## config.mk

```make
export PLATFORM = sky130hd
export DESIGN_NAME = gf7_syndrome_single_error_corrector
export DESIGN_NICKNAME = d
export VERILOG_FILES = /design/src/rtl/core/gf7sec_pkg.sv /design/src/rtl/core/gf7_syndrome_single_error_corrector.sv /design/src/rtl/core/gf7sec_unit.sv
export SDC_FILE = /design/constraint.sdc
export NUM_CORES = 1
export LEC_CHECK = 0
export ABC_CLOCK_PERIOD_IN_PS = 10010
export BUFFER_PORTS_ARGS = -buffer_cell sky130_fd_sc_hd__buf_2
export CAP_MARGIN = 20
export CORE_ASPECT_RATIO = 1.4
export CORE_MARGIN = 1.5
export CORE_UTILIZATION = 35
export CTS_BUF_LIST = sky130_fd_sc_hd__clkbuf_8 sky130_fd_sc_hd__clkbuf_16
export DETAILED_ROUTE_END_ITERATION = 8
export HOLD_SLACK_MARGIN = 0.12
export PLACE_DENSITY = 0.52
export SYNTH_ARGS = -nofsm -noshare
export SYNTH_HDL_FRONTEND = slang
export SYNTH_HIERARCHICAL = 1
export SYNTH_SLANG_ARGS = --single-unit
```

## constraint.sdc

```tcl
create_clock -name clk -period 10.01 [get_ports clk]
set_input_delay 0.5005 -clock clk [delete_from_list [all_inputs] [get_ports clk]]
set_output_delay 0.5005 -clock clk [all_outputs]
set_load 0.01 [all_outputs]
```

## src/rtl/core/gf7sec_pkg.sv

```systemverilog
// Shared types, constants and GF(7) arithmetic helpers for the GF(7)
// single-error syndrome corrector.
// No dependencies.
package gf7sec_pkg;

	localparam int NumDigits = 7;
	localparam int NumSyn    = 3;
	localparam int InDataW   = 24;
	localparam int OutDataW  = 32;
	localparam int CfgIdxW   = 2;
	localparam int CfgDataW  = 21;

	typedef logic [2:0] digit_t;
	typedef digit_t [NumSyn-1:0]    syn_t;
	typedef digit_t [NumDigits-1:0] word_t;

	localparam digit_t DigitMod  = 3'd7;
	localparam digit_t LastCoord = 3'd6;

	typedef enum logic [1:0] {
		ST_VALID = 2'd0,
		ST_FIXED = 2'd1,
		ST_FAIL  = 2'd2
	} status_t;

	typedef enum logic [1:0] {
		SEQ_IDLE,
		SEQ_SYN,
		SEQ_SEARCH,
		SEQ_FINISH
	} seq_state_t;

	localparam logic [CfgIdxW-1:0] REG_COL_ZERO = 2'd0;
	localparam logic [CfgIdxW-1:0] REG_COL_ONE  = 2'd1;
	localparam logic [CfgIdxW-1:0] REG_COL_TWO  = 2'd2;

	typedef struct packed {
		logic   found;
		digit_t amount;
	} hit_t;

	// a raw 3-bit code of 7 counts as 0
	function automatic digit_t red7(input digit_t x);
		return (x == DigitMod) ? 3'd0 : x;
	endfunction

	// operands already reduced (0..6)
	function automatic digit_t add7(input digit_t a, input digit_t b);
		logic [3:0] s;
		s = {1'b0, a} + {1'b0, b};
		if (s >= {1'b0, DigitMod}) begin
			s = s - {1'b0, DigitMod};
		end
		return s[2:0];
	endfunction

	// 8 = 1 mod 7: fold the high octal digit onto the low one
	function automatic digit_t mul7(input digit_t a, input digit_t b);
		logic [5:0] p;
		logic [3:0] t;
		p = {3'b000, a} * {3'b000, b};
		t = {1'b0, p[5:3]} + {1'b0, p[2:0]};
		if (t >= {1'b0, DigitMod}) begin
			t = t - {1'b0, DigitMod};
		end
		return t[2:0];
	endfunction

endpackage

```

## src/rtl/core/gf7_syndrome_single_error_corrector.sv

```systemverilog
// Top level of the GF(7) single-error syndrome corrector: sequencer, word and
// syndrome registers, configuration registers and the output register.
// Depends on gf7sec_pkg and gf7sec_unit.

// Each request is a 7-digit word over GF(7). The block forms its 3-digit
// syndrome against the configured check columns one coordinate per cycle,
// then, if the syndrome is nonzero, tries single-digit corrections one
// coordinate per cycle from coordinate 6 down to 0 (all six amounts of a
// coordinate in the same cycle); both steps use the shared GF(7) unit. The
// request is taken into the word register, and the result is loaded into the
// output register once that register is free. s_tready is low while a word is
// in work; a finished result waits in the output register while the next
// word is taken. Input and column digits equal to 7 count as 0. Column
// registers reset to 0.
module gf7_syndrome_single_error_corrector (
	input  logic                               clk,
	input  logic                               arst_n,
	input  logic                               cfg_we,
	input  logic [gf7sec_pkg::CfgIdxW-1:0]     cfg_index,
	input  logic [gf7sec_pkg::CfgDataW-1:0]    cfg_data,
	input  logic                               s_tvalid,
	output logic                               s_tready,
	// digit_zero, digit_one, ... digit_six (3 bits each), 3 zero bits
	input  logic [gf7sec_pkg::InDataW-1:0]     s_tdata,
	output logic                               m_tvalid,
	input  logic                               m_tready,
	// fixed_zero .. fixed_six (3 bits each), status (2), syn_zero, syn_one, syn_two (3 each)
	output logic [gf7sec_pkg::OutDataW-1:0]    m_tdata
);
	import gf7sec_pkg::*;

	seq_state_t state_q, state_d;
	word_t      col_q [NumSyn];
	word_t      y_q;
	syn_t       acc_q;
	digit_t     k_q;
	status_t    status_q;
	logic       out_valid_q;
	logic [OutDataW-1:0] out_data_q;

	syn_t   h;
	syn_t   sum;
	hit_t   hit;
	logic   take;
	logic   load_out;

	always_comb begin
		for (int c = 0; c < NumSyn; c++) begin
			h[c] = red7(col_q[c][k_q]);
		end
	end

	gf7sec_unit u_unit (
		.x   (y_q[k_q]),
		.h   (h),
		.s   (acc_q),
		.sum (sum),
		.hit (hit)
	);

	assign take     = s_tvalid && s_tready;
	assign load_out = (state_q == SEQ_FINISH) && (!out_valid_q || m_tready);

	always_comb begin
		state_d  = state_q;
		s_tready = 1'b0;
		case (state_q)
			SEQ_IDLE: begin
				s_tready = 1'b1;
				if (s_tvalid) begin
					state_d = SEQ_SYN;
				end
			end
			SEQ_SYN: begin
				if (k_q == LastCoord) begin
					state_d = (sum == '0) ? SEQ_FINISH : SEQ_SEARCH;
				end
			end
			SEQ_SEARCH: begin
				if (hit.found || k_q == 3'd0) begin
					state_d = SEQ_FINISH;
				end
			end
			SEQ_FINISH: begin
				if (load_out) begin
					state_d = SEQ_IDLE;
				end
			end
			default: state_d = SEQ_IDLE;
		endcase
	end

	always_ff @(posedge clk or negedge arst_n) begin
		if (!arst_n) begin
			state_q <= SEQ_IDLE;
		end else begin
			state_q <= state_d;
		end
	end

	always_ff @(posedge clk or negedge arst_n) begin
		if (!arst_n) begin
			for (int c = 0; c < NumSyn; c++) begin
				col_q[c] <= '0;
			end
		end else if (cfg_we) begin
			case (cfg_index)
				REG_COL_ZERO: col_q[0] <= cfg_data;
				REG_COL_ONE:  col_q[1] <= cfg_data;
				REG_COL_TWO:  col_q[2] <= cfg_data;
				default: ;
			endcase
		end
	end

	// word, syndrome, status and coordinate counter
	always_ff @(posedge clk) begin
		case (state_q)
			SEQ_IDLE: begin
				if (take) begin
					for (int i = 0; i < NumDigits; i++) begin
						y_q[i] <= red7(s_tdata[3*i +: 3]);
					end
					acc_q    <= '0;
					k_q      <= '0;
					status_q <= ST_VALID;
				end
			end
			SEQ_SYN: begin
				acc_q <= sum;
				if (k_q == LastCoord) begin
					status_q <= (sum == '0) ? ST_VALID : ST_FAIL;
				end else begin
					k_q <= k_q + 3'd1;
				end
			end
			SEQ_SEARCH: begin
				if (hit.found) begin
					y_q[k_q] <= add7(y_q[k_q], hit.amount);
					status_q <= ST_FIXED;
				end else if (k_q != 3'd0) begin
					k_q <= k_q - 3'd1;
				end
			end
			default: ;
		endcase
	end

	always_ff @(posedge clk) begin
		if (load_out) begin
			out_data_q <= {acc_q, status_q, y_q};
		end
	end

	always_ff @(posedge clk or negedge arst_n) begin
		if (!arst_n) begin
			out_valid_q <= 1'b0;
		end else if (load_out) begin
			out_valid_q <= 1'b1;
		end else if (m_tready) begin
			out_valid_q <= 1'b0;
		end
	end

	assign m_tvalid = out_valid_q;
	assign m_tdata  = out_data_q;

endmodule

```

## src/rtl/core/gf7sec_unit.sv

```systemverilog
// Shared GF(7) unit: multiply-accumulate of one coordinate into the syndrome,
// and the trial of all six correction amounts for one coordinate.
// Depends on gf7sec_pkg.
module gf7sec_unit (
	input  gf7sec_pkg::digit_t x,
	input  gf7sec_pkg::syn_t   h,
	input  gf7sec_pkg::syn_t   s,
	output gf7sec_pkg::syn_t   sum,
	output gf7sec_pkg::hit_t   hit
);
	import gf7sec_pkg::*;

	logic [6:1] zero_a;

	always_comb begin
		for (int c = 0; c < NumSyn; c++) begin
			sum[c] = add7(s[c], mul7(x, h[c]));
		end
	end

	always_comb begin
		for (int a = 1; a < 7; a++) begin
			zero_a[a] = 1'b1;
			for (int c = 0; c < NumSyn; c++) begin
				if (add7(s[c], mul7(digit_t'(a), h[c])) != 3'd0) begin
					zero_a[a] = 1'b0;
				end
			end
		end
	end

	// smallest amount wins
	always_comb begin
		hit = '0;
		for (int a = 6; a >= 1; a--) begin
			if (zero_a[a]) begin
				hit.found  = 1'b1;
				hit.amount = digit_t'(a);
			end
		end
	end

endmodule

```

==> run metrics <==
synthesis-to-finish area growth 13.4%; Core Region 33400 sq um; drt initial violations 391; CP startpoint kind flip-flop; ant diodes 0; Period minus WS final 9150 ps; worst r2r path cells 29; IO buf count 82; Synth Cell Area 11900 sq um; Synth Net Count 1375; wire per inst 17.1 um; routability cong. 0.817; Async SR Flop Fraction 49.6%; Die X 159 um; CTS Buf Count 17; GRT Resource Usage Total 16.9%; CP startpoint k_q[0]; Vias 8624; CP Class flip-flop to flip-flop; Worst Tran Pin Value 960 ps; # hold bufs at CTS 0; CTS Buffer Depth 2; final antenna-violating net count 0; Distinct cells, synth 84; endpoints failing setup 0; initial antenna violation count 0; YS warnings 6; via count of the first global-routing pass 9071; CP peak stage delay 700 ps; cells after synthesis 1116; final clock skew 8.61 ps; Hold Crit Class input port to async pin; Fin. Hold Viols 0; Initial Util 35.7%; CTS resizes 0; r2r startpoint k_q[0]; CTS tree yes; Max Cap Viol 0; R2R Path End y_q[15]; crit path DAT 9300 ps; Root Driver clkbuf_16; setup ws final 856 ps; Seq/Total Area, Yosys 30.8%; main flop type after synthesis edfxtp_1; dpl ws 807 ps; row count 79; Top Ports 86; CP Capture Type flip-flop; Fmax 109 MHz; Vias/cell 5.15; Slew headroom 34.4%; clk slew on worst S/H paths 60 ps; Total Die Area 35200 sq um; drt drc 0; flops & latches, synth 133; syn_area_per_cell 10.7 sq um; drt total wl 28600 um; Crit-path slowest cell edfxtp_1; layout cells sized above 1 20.7%; fin crit share 91.4%; WP buf/inv 3; FF-to-FF setup slack 860 ps; Slew Limit Fails 0; Net count, final 1475; htree depth 4; # Post-CTS Setup Buffers 0; Clk Latency, worst-skew pair 430 ps; Die Height 221 um; pin count of the biggest net entering global routing 67; first drt pass iteration count 5; Crit Path Max Fanout 17; number of synthesized flops with an enable pin 67; RSZ-0062 raised after global routing no; CP endpoint y_q[15]; CP delay by family, top adder cells; required time worst endpoint 10150 ps; first-pass GRT wire length 47000 um; Worst path depth 29; total global routing overflow 0; post-DP HPWL 22800 um; setup TNS 0 ps; total clock sinks 133; status complete, no violations; most used cell, CP ha_1
[routing by layer]
| metal | GRT usage [%] | share of wire [%] | wire [um] | up-vias |
|---|---|---|---|---|
| li1 | - | - | - | 4276 |
| met1 | 18.6 | 40 | 11500 | 4190 |
| met2 | 32.3 | 54 | 15600 | 122 |
| met3 | 2.49 | 2.6 | 750 | 36 |
| met4 | 6.85 | 2.7 | 777 | 0 |
| met5 | 0 | 0 | 0 | - |
[cell type report]
| type | count | area [sq um] |
|---|---|---|
| Fill cell | 3360 | 19900 |
| Timing Repair Buffer | 106 | 611 |
| Clock inverter | 15 | 144 |
| Multi-Input combinational cell | 869 | 7780 |
| Tap cell | 445 | 557 |
| Sequential cell | 133 | 3660 |
| Inverter | 89 | 334 |
| Clock buffer | 17 | 425 |
[state kept, by name, indices dropped and copies added, names as in the netlist]
| register | count |
|---|---|
| acc_q | 9 |
| col_q | 63 |
| k_q | 3 |
| m_tdata | 32 |
| m_tvalid | 1 |
| state_q | 2 |
| status_q | 2 |
| y_q | 21 |
[layout by cell type, fill, tap and decap left out, drive strengths merged, types with 35 or more instances in the layout]
| cell type | n |
|---|---|
| ha | 166 |
| buf | 106 |
| mux2 | 96 |
| inv | 95 |
| nand2 | 77 |
| edfxtp | 67 |
| dfrtp | 66 |
| a21oi | 51 |
| a21o | 48 |
| fa | 41 |
| xnor2 | 40 |
| o21ai | 35 |
[worst reg2reg max path: cells and delay by family (launching register included)]
family / cells / cell delay (ps)
AO/OA/AOI/OAI: 9 / 2240
XOR/XNOR: 4 / 920
adder cells (fa/ha/maj): 11 / 3330
buffers and inverters: 3 / 360
flip-flops: 1 / 700
AND/OR/NAND/NOR: 2 / 1340
[cells in the mapped netlist (10+ instances only)]
master,instances,area share [%]
o21ai_0,33,1.4
inv_1,89,2.8
edfxtp_1,67,17
fa_1,41,6.9
nor2_1,32,1.0
a22oi_1,12,0.76
a21oi_1,51,2.1
nor2b_1,18,0.95
nand3_1,29,1.2
nand2_1,77,2.4
xnor2_1,40,2.9
dfrtp_1,66,14
a221oi_1,10,0.74
mux2i_1,26,2.2
and2_1,31,1.6
a21o_1,48,3.0
xor2_1,23,1.7
mux2_2,92,8.7
ha_1,166,17
[kinds of logic (layout without fill, tap and decap cells)]
kind of cell	after synthesis	in the layout	synth area share (%)
simple gates	248	248	11.0
xor+xnor	64	64	4.77
mux	125	125	12.0
fa+ha+maj	207	207	24.3
buf+inv	114	227	4.00
compound gates	225	225	13.2
flops	133	133	30.8
[how the worst min path moves through the flow]
stage                            from     endpoint  slack (ps)
final                          arst_n    col_q[54]         240
after global placement    status_q[0]  m_tdata[21]         410
after detailed placement  status_q[1]  m_tdata[22]         400
after CTS                      arst_n    col_q[48]         280
after global routing           arst_n    col_q[27]         330
after floorplan                arst_n     col_q[0]         200
[through the flow]
stage	hold WS, ps	instance area (sq um)	utilization [%]	cells
finish	236	13500	40.4	1674
global route	328	13500	40.4	1674
CTS	276	13500	40.4	1674
detailed placement	405	12900	38.7	1642
global placement	410	12900	38.7	1641
floorplan	205	11900	-	1116
Power is left out: the tool's default activity adds up to more than one toggle a clock period on the data nets, which glitch-free logic cannot reach.
